**src/rtl/core/smc_pkg.sv**
```systemverilog
// shared types and constants of the in-place cross smoother
`timescale 1ns / 1ps
package smc_pkg;

   localparam int ROW_LENGTH_DEF = 200;
   localparam int MAP_CELLS_DEF  = 40000;

   localparam int HEIGHT_W  = 8;
   localparam int CFG_W     = 16;
   localparam int CSR_IDX_W = 1;

   localparam logic [CSR_IDX_W-1:0] CSR_FILTER_START = 1'b0;
   localparam logic [CSR_IDX_W-1:0] CSR_FILTER_END   = 1'b1;

   localparam logic [CFG_W-1:0] FILTER_START_RST = 16'd200;
   localparam logic [CFG_W-1:0] FILTER_END_RST   = 16'd38800;

   // five bytes summed, then floor division by five through a reciprocal
   localparam int SUM_W      = 11;
   localparam int DIV5_SHIFT = 13;
   localparam logic [SUM_W-1:0] DIV5_MUL = 11'd1639;

   typedef struct packed {
      logic raw_shift;
      logic smooth_shift;
   } cell_ctl_type;

endpackage

```
**src/rtl/core/smc_req_if.sv**
```systemverilog
// input beat channel: mode and raw height
`timescale 1ns / 1ps
interface smc_req_if;
   logic                          valid;
   logic                          ready;
   logic                          mode;
   logic [smc_pkg::HEIGHT_W-1:0]  height;

   modport source (output valid, mode, height, input ready);
   modport sink   (input valid, mode, height, output ready);
endinterface

```
**src/rtl/core/smc_rsp_if.sv**
```systemverilog
// result beat channel: final height and end of frame flag
`timescale 1ns / 1ps
interface smc_rsp_if;
   logic                          valid;
   logic                          ready;
   logic [smc_pkg::HEIGHT_W-1:0]  smoothed;
   logic                          last;

   modport source (output valid, smoothed, last, input ready);
   modport sink   (input valid, smoothed, last, output ready);
endinterface

```
**src/rtl/core/smc_csr_if.sv**
```systemverilog
// register write channel
`timescale 1ns / 1ps
interface smc_csr_if;
   logic                           valid;
   logic                           ready;
   logic [smc_pkg::CSR_IDX_W-1:0]  index;
   logic [smc_pkg::CFG_W-1:0]      data;

   modport source (output valid, index, data, input ready);
   modport sink   (input valid, index, data, output ready);
endinterface

```
**src/rtl/core/smc_cell.sv**
```systemverilog
// one window cell: a raw byte and a final byte, each shifting to the next cell
`timescale 1ns / 1ps
module smc_cell (
   input  logic                          clock,
   input  smc_pkg::cell_ctl_type         ctl,
   input  logic [smc_pkg::HEIGHT_W-1:0]  raw_prev,
   input  logic [smc_pkg::HEIGHT_W-1:0]  smooth_prev,
   output logic [smc_pkg::HEIGHT_W-1:0]  raw_ff,
   output logic [smc_pkg::HEIGHT_W-1:0]  smooth_ff
);

   always_ff @(posedge clock) begin
      if (ctl.raw_shift) begin
         raw_ff <= raw_prev;
      end
      if (ctl.smooth_shift) begin
         smooth_ff <= smooth_prev;
      end
   end

endmodule

```
**src/rtl/core/smc_chain.sv**
```systemverilog
// row of window cells holding the last row of raw and final heights
`timescale 1ns / 1ps
module smc_chain #(
   parameter int ROW_LENGTH = smc_pkg::ROW_LENGTH_DEF
) (
   input  logic                          clock,
   input  smc_pkg::cell_ctl_type         ctl,
   input  logic [smc_pkg::HEIGHT_W-1:0]  raw_in,
   input  logic [smc_pkg::HEIGHT_W-1:0]  smooth_in,
   output logic [smc_pkg::HEIGHT_W-1:0]  raw_own,
   output logic [smc_pkg::HEIGHT_W-1:0]  raw_right,
   output logic [smc_pkg::HEIGHT_W-1:0]  smooth_left,
   output logic [smc_pkg::HEIGHT_W-1:0]  smooth_up
);

   logic [smc_pkg::HEIGHT_W-1:0] raw_tap    [ROW_LENGTH+1];
   logic [smc_pkg::HEIGHT_W-1:0] smooth_tap [ROW_LENGTH+1];

   assign raw_tap[0]    = raw_in;
   assign smooth_tap[0] = smooth_in;

   for (genvar k = 0; k < ROW_LENGTH; k++) begin : g_cell
      smc_cell u_cell (
         .clock       (clock),
         .ctl         (ctl),
         .raw_prev    (raw_tap[k]),
         .smooth_prev (smooth_tap[k]),
         .raw_ff      (raw_tap[k+1]),
         .smooth_ff   (smooth_tap[k+1])
      );
   end

   // newest entry sits in the first cell, oldest in the last
   assign raw_own     = raw_tap[ROW_LENGTH];
   assign raw_right   = raw_tap[ROW_LENGTH-1];
   assign smooth_left = smooth_tap[1];
   assign smooth_up   = smooth_tap[ROW_LENGTH];

endmodule

```
**src/rtl/core/smc_avg.sv**
```systemverilog
// five point sum and floor division by five
`timescale 1ns / 1ps
module smc_avg (
   input  logic [smc_pkg::HEIGHT_W-1:0]  left,
   input  logic [smc_pkg::HEIGHT_W-1:0]  up,
   input  logic [smc_pkg::HEIGHT_W-1:0]  own,
   input  logic [smc_pkg::HEIGHT_W-1:0]  right,
   input  logic [smc_pkg::HEIGHT_W-1:0]  down,
   output logic [smc_pkg::HEIGHT_W-1:0]  mean
);

   localparam int PROD_W = 2 * smc_pkg::SUM_W;

   logic [smc_pkg::SUM_W-1:0] sum;
   logic [PROD_W-1:0]         prod;

   assign sum = smc_pkg::SUM_W'(left) + smc_pkg::SUM_W'(up) + smc_pkg::SUM_W'(own)
              + smc_pkg::SUM_W'(right) + smc_pkg::SUM_W'(down);

   // exact for every sum up to five full bytes
   assign prod = PROD_W'(sum) * PROD_W'(smc_pkg::DIV5_MUL);
   assign mean = prod[smc_pkg::DIV5_SHIFT +: smc_pkg::HEIGHT_W];

endmodule

```
**src/rtl/core/in_place_cross_smoother_core.sv**
```systemverilog
// top level of the in-place cross smoother
`timescale 1ns / 1ps
// takes one beat per cycle unless the output holds an unaccepted result or the window is being aligned;
// cell i is finished when raw cell i+row arrives or when drained; a result sits in the output register
// in the cycle after the beat that finishes its cell; a drain of a frame shorter than one row first stalls
// the input while zeros shift into the window until it is full, so the oldest cell lines up with the cell to finish
// reset clears counters, fill count, drain flag and output valid, loads the default range
module in_place_cross_smoother_core #(
   parameter int ROW_LENGTH = smc_pkg::ROW_LENGTH_DEF,
   parameter int MAP_CELLS  = smc_pkg::MAP_CELLS_DEF
) (
   input  logic          clock,
   input  logic          reset,
   smc_req_if.sink       req_ch,
   smc_rsp_if.source     rsp_ch,
   smc_csr_if.sink       csr_ch
);

   localparam int CNT_W  = $clog2(MAP_CELLS + 1);
   localparam int FILL_W = $clog2(ROW_LENGTH + 1);
   localparam int CMP_W  = (CNT_W > smc_pkg::CFG_W) ? CNT_W : smc_pkg::CFG_W;
   localparam int HW     = smc_pkg::HEIGHT_W;

   logic [smc_pkg::CFG_W-1:0] filter_start_ff, filter_start_in;
   logic [smc_pkg::CFG_W-1:0] filter_end_ff, filter_end_in;
   logic [CNT_W-1:0]          cells_in_ff, cells_in_in;
   logic [CNT_W-1:0]          cells_out_ff, cells_out_in;
   logic [FILL_W-1:0]         fill_ff, fill_in;
   logic                      draining_ff, draining_in;
   logic                      rsp_valid_ff, rsp_valid_in;
   logic [HW-1:0]             rsp_smoothed_ff;
   logic                      rsp_last_ff;

   logic          full, need_align, align_step, out_ok, req_acc;
   logic          pix_take, pix_fin, drn_fin, fin, last_cell, in_range;
   logic [HW-1:0] raw_own, raw_right, smooth_left, smooth_up;
   logic [HW-1:0] left, up, down, mean, value;
   logic [CMP_W-1:0] idx_ext, start_ext, end_ext;
   smc_pkg::cell_ctl_type ctl;

   // register writes
   assign csr_ch.ready = 1'b1;

   always_comb begin
      filter_start_in = filter_start_ff;
      filter_end_in   = filter_end_ff;
      if (csr_ch.valid) begin
         case (csr_ch.index)
            smc_pkg::CSR_FILTER_START: filter_start_in = csr_ch.data;
            smc_pkg::CSR_FILTER_END:   filter_end_in   = csr_ch.data;
            default: ;
         endcase
      end
   end

   // handshake and beat decode
   assign full       = (fill_ff == FILL_W'(ROW_LENGTH));
   assign need_align = !full && (cells_in_ff != '0);
   assign align_step = req_ch.valid && req_ch.mode && need_align;
   assign out_ok     = !rsp_valid_ff || rsp_ch.ready;
   assign req_ch.ready = out_ok && !align_step;
   assign req_acc    = req_ch.valid && req_ch.ready;

   assign pix_take  = req_acc && !req_ch.mode && !draining_ff
                    && (cells_in_ff != CNT_W'(MAP_CELLS));
   assign pix_fin   = pix_take && full;
   assign drn_fin   = req_acc && req_ch.mode && (cells_out_ff != cells_in_ff);
   assign fin       = pix_fin || drn_fin;
   assign last_cell = ((cells_out_ff + CNT_W'(1)) == cells_in_ff);

   // neighbors of the cell being finished
   assign left = (cells_out_ff != '0) ? smooth_left : '0;
   assign up   = (cells_out_ff >= CNT_W'(ROW_LENGTH)) ? smooth_up : '0;
   assign down = req_ch.mode ? '0 : req_ch.height;

   assign idx_ext   = CMP_W'(cells_out_ff);
   assign start_ext = CMP_W'(filter_start_ff);
   assign end_ext   = CMP_W'(filter_end_ff);
   assign in_range  = (idx_ext >= start_ext) && (idx_ext < end_ext);
   assign value     = in_range ? mean : raw_own;

   assign ctl.raw_shift    = pix_take || drn_fin || align_step;
   assign ctl.smooth_shift = fin;

   smc_chain #(
      .ROW_LENGTH (ROW_LENGTH)
   ) u_chain (
      .clock       (clock),
      .ctl         (ctl),
      .raw_in      (down),
      .smooth_in   (value),
      .raw_own     (raw_own),
      .raw_right   (raw_right),
      .smooth_left (smooth_left),
      .smooth_up   (smooth_up)
   );

   smc_avg u_avg (
      .left  (left),
      .up    (up),
      .own   (raw_own),
      .right (raw_right),
      .down  (down),
      .mean  (mean)
   );

   // frame counters
   always_comb begin
      cells_in_in  = cells_in_ff;
      cells_out_in = cells_out_ff;
      fill_in      = fill_ff;
      draining_in  = draining_ff;
      if (pix_take) begin
         cells_in_in = cells_in_ff + CNT_W'(1);
      end
      if (pix_fin) begin
         cells_out_in = cells_out_ff + CNT_W'(1);
      end
      if (!full && (pix_take || align_step)) begin
         fill_in = fill_ff + FILL_W'(1);
      end
      if (drn_fin) begin
         if (last_cell) begin
            cells_in_in  = '0;
            cells_out_in = '0;
            fill_in      = '0;
            draining_in  = 1'b0;
         end else begin
            cells_out_in = cells_out_ff + CNT_W'(1);
            draining_in  = 1'b1;
         end
      end
   end

   // output register
   always_comb begin
      rsp_valid_in = rsp_valid_ff;
      if (fin) begin
         rsp_valid_in = 1'b1;
      end else if (rsp_ch.ready) begin
         rsp_valid_in = 1'b0;
      end
   end

   always_ff @(posedge clock) begin
      if (reset) begin
         filter_start_ff <= smc_pkg::FILTER_START_RST;
         filter_end_ff   <= smc_pkg::FILTER_END_RST;
         cells_in_ff     <= '0;
         cells_out_ff    <= '0;
         fill_ff         <= '0;
         draining_ff     <= 1'b0;
         rsp_valid_ff    <= 1'b0;
      end else begin
         filter_start_ff <= filter_start_in;
         filter_end_ff   <= filter_end_in;
         cells_in_ff     <= cells_in_in;
         cells_out_ff    <= cells_out_in;
         fill_ff         <= fill_in;
         draining_ff     <= draining_in;
         rsp_valid_ff    <= rsp_valid_in;
      end
   end

   always_ff @(posedge clock) begin
      if (fin) begin
         rsp_smoothed_ff <= value;
         rsp_last_ff     <= drn_fin && last_cell;
      end
   end

   assign rsp_ch.valid    = rsp_valid_ff;
   assign rsp_ch.smoothed = rsp_smoothed_ff;
   assign rsp_ch.last     = rsp_last_ff;

   // checks
   assert property (@(posedge clock) disable iff (reset)
      cells_out_ff <= cells_in_ff)
      else $error("more cells finished than received");

   assert property (@(posedge clock) disable iff (reset)
      (!draining_ff && cells_in_ff >= CNT_W'(ROW_LENGTH))
      |-> (cells_out_ff == cells_in_ff - CNT_W'(ROW_LENGTH)))
      else $error("finish index lost its one row lag");

   assert property (@(posedge clock) disable iff (reset)
      draining_ff |-> full)
      else $error("drain running on an unaligned window");

   assert property (@(posedge clock) disable iff (reset)
      (cells_in_ff >= CNT_W'(ROW_LENGTH)) |-> full)
      else $error("window fill count behind received cells");

   assert property (@(posedge clock) disable iff (reset)
      (drn_fin && last_cell) |=> (cells_in_ff == '0 && !draining_ff && rsp_ch.last))
      else $error("frame end beat did not restart the frame");

endmodule
```
**src/flat_wrapper.sv**
```systemverilog
// flat-port wrapper written by rule: the top's interface ports become plain ports
module in_place_cross_smoother_core_flat 
#(
   parameter int ROW_LENGTH = smc_pkg::ROW_LENGTH_DEF,
   parameter int MAP_CELLS  = smc_pkg::MAP_CELLS_DEF
)
  (clock, reset, req_ch_valid, req_ch_mode, req_ch_height, req_ch_ready, rsp_ch_valid, rsp_ch_smoothed, rsp_ch_last, rsp_ch_ready, csr_ch_valid, csr_ch_index, csr_ch_data, csr_ch_ready);
  smc_req_if req_ch_i ();
  smc_rsp_if rsp_ch_i ();
  smc_csr_if csr_ch_i ();
  input  logic clock;
  input  logic reset;
  input wire logic [$bits(req_ch_i.valid)-1:0] req_ch_valid;
  input wire logic [$bits(req_ch_i.mode)-1:0] req_ch_mode;
  input wire logic [$bits(req_ch_i.height)-1:0] req_ch_height;
  output wire logic [$bits(req_ch_i.ready)-1:0] req_ch_ready;
  output wire logic [$bits(rsp_ch_i.valid)-1:0] rsp_ch_valid;
  output wire logic [$bits(rsp_ch_i.smoothed)-1:0] rsp_ch_smoothed;
  output wire logic [$bits(rsp_ch_i.last)-1:0] rsp_ch_last;
  input wire logic [$bits(rsp_ch_i.ready)-1:0] rsp_ch_ready;
  input wire logic [$bits(csr_ch_i.valid)-1:0] csr_ch_valid;
  input wire logic [$bits(csr_ch_i.index)-1:0] csr_ch_index;
  input wire logic [$bits(csr_ch_i.data)-1:0] csr_ch_data;
  output wire logic [$bits(csr_ch_i.ready)-1:0] csr_ch_ready;
  assign req_ch_i.valid = req_ch_valid;
  assign req_ch_i.mode = req_ch_mode;
  assign req_ch_i.height = req_ch_height;
  assign req_ch_ready = req_ch_i.ready;
  assign rsp_ch_valid = rsp_ch_i.valid;
  assign rsp_ch_smoothed = rsp_ch_i.smoothed;
  assign rsp_ch_last = rsp_ch_i.last;
  assign rsp_ch_i.ready = rsp_ch_ready;
  assign csr_ch_i.valid = csr_ch_valid;
  assign csr_ch_i.index = csr_ch_index;
  assign csr_ch_i.data = csr_ch_data;
  assign csr_ch_ready = csr_ch_i.ready;
  in_place_cross_smoother_core #(.ROW_LENGTH(ROW_LENGTH), .MAP_CELLS(MAP_CELLS)) u_core (.clock(clock), .reset(reset), .req_ch(req_ch_i), .rsp_ch(rsp_ch_i), .csr_ch(csr_ch_i));
endmodule
```
**config.mk**
```make
export PLATFORM = sky130hd
export DESIGN_NAME = in_place_cross_smoother_core_flat
export DESIGN_NICKNAME = d
export VERILOG_FILES = /design/src/rtl/core/smc_pkg.sv /design/src/rtl/core/smc_req_if.sv /design/src/rtl/core/smc_rsp_if.sv /design/src/rtl/core/smc_csr_if.sv /design/src/rtl/core/smc_cell.sv /design/src/rtl/core/smc_chain.sv /design/src/rtl/core/smc_avg.sv /design/src/rtl/core/in_place_cross_smoother_core.sv /design/src/flat_wrapper.sv
export SDC_FILE = /design/constraint.sdc
export NUM_CORES = 2
export LEC_CHECK = 0
export BUFFER_PORTS_ARGS = -buffer_cell sky130_fd_sc_hd__clkbuf_2
export CORE_ASPECT_RATIO = 1.75
export CORE_MARGIN = 2
export CORE_UTILIZATION = 50
export CTS_CLUSTER_DIAMETER = 80
export DETAILED_ROUTE_END_ITERATION = 12
export GPL_TIMING_DRIVEN = 0
export HOLD_SLACK_MARGIN = 0.08
export PLACE_DENSITY = 0.68
export SYNTH_ARGS = -nofsm -noshare
export SYNTH_HDL_FRONTEND = slang
export SYNTH_SLANG_ARGS = --single-unit
```
**constraint.sdc**
```tcl
create_clock -name clock -period 54.2 [get_ports clock]
set_input_delay 8.13 -clock clock [delete_from_list [all_inputs] [get_ports clock]]
set_output_delay 8.13 -clock clock [all_outputs]
set_load 0.05 [all_outputs]
```
After elaboration in Yosys (flattened, before gate mapping)
Cells that the tools add are included.
{"block": "word_totals", "regBits": 3275, "latch_bits": 0, "ram_bits": 0, "mem_bits_ro": 0, "output_inout_bits": 12, "wordCells": 470, "memories": 0}
{"block": "op_classes", "n_addsub": 7, "n_mul": 1, "div_mod_pow": 0, "n_lt_le_gt_ge": 3, "n_eq_ne": 4, "n_shift": 0, "mux": 16, "bitwise_logic": 1, "n_reduce_logical": 30}
{"cell": "$mux W16", "n": 6}
{"cell": "$mux W8", "n": 7}
{"cell": "$add A11 B8 Y11", "n": 3}
{"cell": "$add A16 B1 Y16 const B", "n": 2}
{"cell": "$reduce_bool A16 Y1", "n": 2}
{"cell": "$mul A11 B11 Y21 const B", "n": 1}
{"cell": "$eq A16 B16 Y1", "n": 1}
{"cell": "$ge A16 B16 Y1", "n": 1}
{"cell": "$ge A16 B8 Y1 const B", "n": 1}
{"cell": "$lt A16 B16 Y1", "n": 1}
{"cell": "$ne A16 B16 Y1", "n": 1}
{"cell": "$ne A16 B16 Y1 const B", "n": 1}
{"cell": "$logic_and A1 B1 Y1", "n": 14}
{"cell": "$add A8 B8 Y9", "n": 1}
{"cell": "$add A8 B1 Y8 const B", "n": 1}
{"cell": "$eq A8 B8 Y1 const B", "n": 1}
{"cell": "$logic_not A1 Y1", "n": 5}
{"cell": "$logic_or A1 B1 Y1", "n": 5}
{"cell": "$reduce_and A2 Y1", "n": 2}
{"cell": "$reduce_bool A2 Y1", "n": 2}
{"cell": "$mux W1", "n": 3}
{"cell": "$not A1 Y1", "n": 1}

Longest topological paths before layout
{"block": "depth", "word_depth": 15, "ltp_mapped": 40, "depth_no_buf": 40}

Cells and area by module
A second synthesis with hierarchy kept.
{"block": "hier_totals", "hier_cells": 4232, "hier_area_um2": 104650.4}
{"mod": "smc_cell", "instances": 200, "cells_per_inst": 16, "area_per_inst_um2": 480.5}
{"mod": "in_place_cross_smoother_core", "instances": 1, "cells_per_inst": 640, "area_per_inst_um2": 5218.8}
{"mod": "smc_avg", "instances": 1, "cells_per_inst": 392, "area_per_inst_um2": 3339.5}

Worst setup path after synthesis
Ideal clock, no wire load.
{"block": "synth_timing", "path_type": "input to register", "startpoint": "input port rsp_ch_ready", "endpoint": "register u_core.cells_out_ff[1]", "setup_ns": 0.201, "arrival_time_ns": 55.636, "t_required_ns": 53.999, "setup_slack_ns": -1.637, "stages": 7, "path_buffers": 1, "path_cell_list": "nand2b_1 > nand3_1 > a21oi_2 > nor2b_1 > or2_2 > clkbuf_1 > a41o_1"}
{"block": "synth_via", "elab_chain_cells": 8}
{"item": "start: declaration", "line_no": "flat_wrapper.sv:20", "text": "input wire logic [$bits(rsp_ch_i.ready)-1:0] rsp_ch_ready;"}
{"item": "$logic_or A1 B1 Y1 (*)", "line_no": "in_place_cross_smoother_core.sv:60", "text": "assign out_ok = !rsp_valid_ff || rsp_ch.ready;"}
{"item": "$logic_and A1 B1 Y1 (*)", "line_no": "in_place_cross_smoother_core.sv:61", "text": "assign req_ch.ready = out_ok && !align_step;"}
{"item": "$logic_and A1 B1 Y1 (*)", "line_no": "in_place_cross_smoother_core.sv:62", "text": "assign req_acc = req_ch.valid && req_ch.ready;"}
{"item": "$logic_and A1 B1 Y1 (2 in series)", "line_no": "in_place_cross_smoother_core.sv:64", "text": "assign pix_take = req_acc && !req_ch.mode && !draining_ff"}
{"item": "$logic_and A1 B1 Y1", "line_no": "in_place_cross_smoother_core.sv:65", "text": "&& (cells_in_ff != CNT_W'(MAP_CELLS));"}
{"item": "$logic_and A1 B1 Y1", "line_no": "in_place_cross_smoother_core.sv:66", "text": "assign pix_fin = pix_take && full;"}
{"item": "$reduce_bool A2 Y1 (no source line)"}
{"item": "end signal: assignment", "line_no": "in_place_cross_smoother_core.sv:158", "text": "cells_out_ff <= cells_out_in;"}
{"item": "end: declaration", "line_no": "in_place_cross_smoother_core.sv:27", "text": "logic [CNT_W-1:0] cells_out_ff, cells_out_in;"}
Every way passes the cells marked *; elsewhere a longest branch is shown, timed or not.
A chain may end at the register's enable or synchronous reset.

Final worst setup path
{"block": "layout_timing", "startpoint": "input port req_ch_mode", "endpoint": "output port req_ch_ready"}
{"block": "layout_via", "elab_chain_cells": 4}
{"item": "start: declaration", "line_no": "flat_wrapper.sv:14", "text": "input wire logic [$bits(req_ch_i.mode)-1:0] req_ch_mode;"}
{"item": "$logic_and A1 B1 Y1 (2 in series)", "line_no": "in_place_cross_smoother_core.sv:59", "text": "assign align_step = req_ch.valid && req_ch.mode && need_align;"}
{"item": "$logic_not A1 Y1", "line_no": "in_place_cross_smoother_core.sv:61"}
{"item": "$logic_and A1 B1 Y1", "line_no": "in_place_cross_smoother_core.sv:61"}
{"item": "end: declaration", "line_no": "flat_wrapper.sv:16", "text": "output wire logic [$bits(req_ch_i.ready)-1:0] req_ch_ready;"}
Every way passes these cells.

==> results.yml <==
grt:
  global_route_wire_length_before_repair_um: 213000
  number_of_antenna_violations_at_the_first_check_in_global_routing: 7
  grt_util_all_layers_pct: 12.8
  grt_remaining_overflow: 0
  grt_start_max_net_pins: 131
  via_count_of_the_first_global_routing_pass: 36860
finish:
  drive_above_1_share_pct: 10.5
  layout.nets: 4744
  areaGrowthSynthToFinish_pct: 12.9
  layout.core_utilization_pct: 56.8
  final_cell_area_um2: 118000
  fill_cells: 14519
timing:
  skew_ps: 52.6
  timing.final.crit_period_ps: 17800
  grt_setup_unrepaired: "false"
  clock.fmax_mhz: 56.2
  transition_time_at_the_pin_with_the_least_slew_margin_ps: 1220
  timing.final.crit_share_pct: 32.8
  hold_worst_slack_ps: 391
  report.final.hold_viol_count: 0
  setup_slack_ps: 36400
  final_max_slew_viol_count: 0
  setup_tns_ps: 0
  slew_headroom_pct: 17.9
  finalSetupViolations: 0
synthesis:
  synthFlopType: "sky130_fd_sc_hd__edfxtp_1"
  synth.yosys.warnings: 0
  top_area_cells_in_the_synthesized_netlist: "sky130_fd_sc_hd__edfxtp_1, sky130_fd_sc_hd__ha_1, sky130_fd_sc_hd__dfxtp_1"
  synthMostInstantiatedCell: "sky130_fd_sc_hd__edfxtp_1"
  synth_commonest_cells: "sky130_fd_sc_hd__edfxtp_1, sky130_fd_sc_hd__inv_1, sky130_fd_sc_hd__ha_1"
  synth_top_area_share_pct: 92.3
  synth.avg_cell_area_um2: 24.9
  syn_inst: 4183
  sequential_element_share_of_the_synthesized_area_pct: 93.7
  netlist.top_cell.by_area: "sky130_fd_sc_hd__edfxtp_1"
  yosys_register_bits: 3275
  synth_cell_type_count: 68
  synth_async_sr_flop_share_pct: 0
  synthesized_nets: 4384
  syn_area_um2: 104000
  synth_enable_flop_cells: 3201
setup_path:
  path_max_fanout: 10
  worst_r2r_startpoint: "u_core.cells_out_ff[3]"
  critPathArrivalTime_ps: 9670
  cp.required_ps: 46070
  critPathLaunchType: "primary input"
  r2r-end: "u_core.rsp_ch.smoothed[7]"
  crit_path_start: "req_ch_mode"
  timing.critical_path.to_type: "primary output"
  r2r.worst_path.cells: 37
  setup.worst_path.class: "in -> out"
  ff2ff_setup_slack_ps: 43200
  capture_point_of_the_worst_path: "req_ch_ready"
routing:
  avgViaCountPerCell: 4.94
  detailedRoute.firstPassIterationCount: 5
  drc: 0
  wirelength_um: 138000
  post_drt_wl_per_cell_um: 18.6
  drt_iter0_markers: 2917
  vias: 36745
  detail-route-antenna-nets: 0
clock_tree:
  cts.reportedPaths.clkPinSlew_ps: 60
  clock-root-buffer: "sky130_fd_sc_hd__clkbuf_16"
  post_cts.resized_instances: 0
  cts-buffers-inserted: 283
  htree_levels: 5
  ctsLongestPathBuffers: 4
  cts_tree: "done"
  cts.sink_count: 3275
  insertion_delay_ps: 830
  cts_setup_buffers: 0
  cts_hold_repair.buffers: 0
floorplanning:
  placement_rows: 221
  io-pin-count: 43
  die_area_um2: 212000
  starting_density_of_the_core_pct: 50.3
  design.core.area_um2: 207000
  chipHeight_um: 608
  chipWidth_um: 349
place:
  global_placer_s_final_weighted_congestion: 0.753
  buffer_ports.inserted: 40
  post-dp-hpwl_um: 69000
  place_ws_ps: 36290
  post_place_cell_area_um2: 109000
power_and_ir_drop:
  leakage_power_nw: 38.6
  power_density_nw_per_um2: 53.7
  vdd_drop_max_mv: 0.0774
status:
  status: "finished clean"
worst_hold_path:
  worst_hold_path_type: "reg -> reg"
  timing.hold.worst.start: "u_core.u_chain.g_cell[76].u_cell.smooth_ff[6]"
job:
  maxCapViolations: 0
[layout by cell type, fill, tap and decap left out, types with 31 or more instances in the layout]
cell type / synthesis / layout
sky130_fd_sc_hd__clkbuf_16: 0 / 289
sky130_fd_sc_hd__nand2_1: 90 / 90
sky130_fd_sc_hd__edfxtp_1: 3201 / 3201
sky130_fd_sc_hd__inv_1: 182 / 182
sky130_fd_sc_hd__dfxtp_1: 74 / 74
sky130_fd_sc_hd__clkbuf_1: 18 / 81
sky130_fd_sc_hd__clkinv_2: 0 / 41
sky130_fd_sc_hd__clkinv_1: 0 / 48
sky130_fd_sc_hd__fa_1: 51 / 51
sky130_fd_sc_hd__o21ai_0: 31 / 31
sky130_fd_sc_hd__a21oi_1: 55 / 55
sky130_fd_sc_hd__buf_16: 0 / 35
sky130_fd_sc_hd__clkbuf_2: 1 / 41
sky130_fd_sc_hd__ha_1: 119 / 119
sky130_fd_sc_hd__nor2_1: 68 / 68
sky130_fd_sc_hd__xnor2_1: 50 / 50
[stage by stage]
step	power, mW	instances
6_report	6.31	7437
4_1_cts	6.46	7435
3_5_place_dp	4.45	6934
5_1_grt	6.71	7436
2_1_floorplan	4.45	4183
3_3_place_gp	4.97	6899
[registers in the layout (all words and copies together), names as in the netlist]
signal,flops
u_core.cells_in_ff,16
u_core.cells_out_ff,16
u_core.draining_ff,1
u_core.end_ext,16
u_core.fill_ff,8
u_core.filter_start_ff,16
u_core.rsp_ch.last,1
u_core.rsp_ch.smoothed,8
u_core.rsp_ch.valid,1
u_core.u_chain.g_cell.u_cell.raw_ff,1600
u_core.u_chain.g_cell.u_cell.smooth_ff,1592
[worst max-delay path: stages]
cell and delay [ps]:
sky130_fd_sc_hd__clkbuf_2 90, sky130_fd_sc_hd__clkbuf_1 670, sky130_fd_sc_hd__o2111a_1 470, sky130_fd_sc_hd__a21oi_1 70
sky130_fd_sc_hd__clkbuf_2 240
[worst min path at each step]
stage                                                      to  slack [ps]  cells after the start
4_1_cts        u_core.u_chain.g_cell[133].u_cell.smooth_ff[7]         390                      0
5_1_grt        u_core.u_chain.g_cell[108].u_cell.smooth_ff[6]         400                      0
3_5_place_dp   u_core.u_chain.g_cell[100].u_cell.smooth_ff[4]         400                      0
6_report        u_core.u_chain.g_cell[77].u_cell.smooth_ff[6]         390                      0
3_3_place_gp    u_core.u_chain.g_cell[40].u_cell.smooth_ff[3]         400                      0
2_1_floorplan     u_core.u_chain.g_cell[100].u_cell.raw_ff[0]         400                      0
[report_power, final]
| group | switching [mW] | internal (mW) |
|---|---|---|
| registers | 0.0594 | 3.04 |
| clock network | 0.861 | 1.09 |
| logic | 0.755 | 0.503 |
| total | 1.68 | 4.63 |
[kinds of logic after synthesis]
kind of cell	after synthesis	share of synthesized area, %
flops	3275	93.7
simple gates	283	1.36
buf+inv	213	0.794
fa+ha+maj	170	2.41
compound gates	156	0.955
xor+xnor	78	0.656
mux	7	0.0721
other cells	1	0.00360
[layer usage]
| layer | share of wire (%) | wire (um) | vias to the layer above | track usage, % |
|---|---|---|---|---|
| met3 | 4.2 | 5830 | 271 | 2.55 |
| met5 | 0.015 | 21 | - | 0 |
| li1 | - | - | 17052 | - |
| met4 | 2.6 | 3670 | 4 | 4.30 |
| met1 | 49 | 67500 | 18828 | 19.6 |
| met2 | 44 | 61500 | 590 | 18.7 |
[cell type report]
| class | instances | area (um^2) | share of cell area (%) |
|---|---|---|---|
| antenna | 2 | 5.00 | 0.00426 |
| buffer | 31 | 154 | 0.131 |
| clock buffer | 357 | 7530 | 6.40 |
| clock inverter | 144 | 1390 | 1.18 |
| inverter | 182 | 683 | 0.581 |
| multi-input combinational | 695 | 5690 | 4.84 |
| sequential | 3275 | 97600 | 83.0 |
| tap | 2676 | 3350 | 2.85 |
| timing repair buffer | 75 | 1160 | 0.990 |
(Power assumes the default switching activity.)
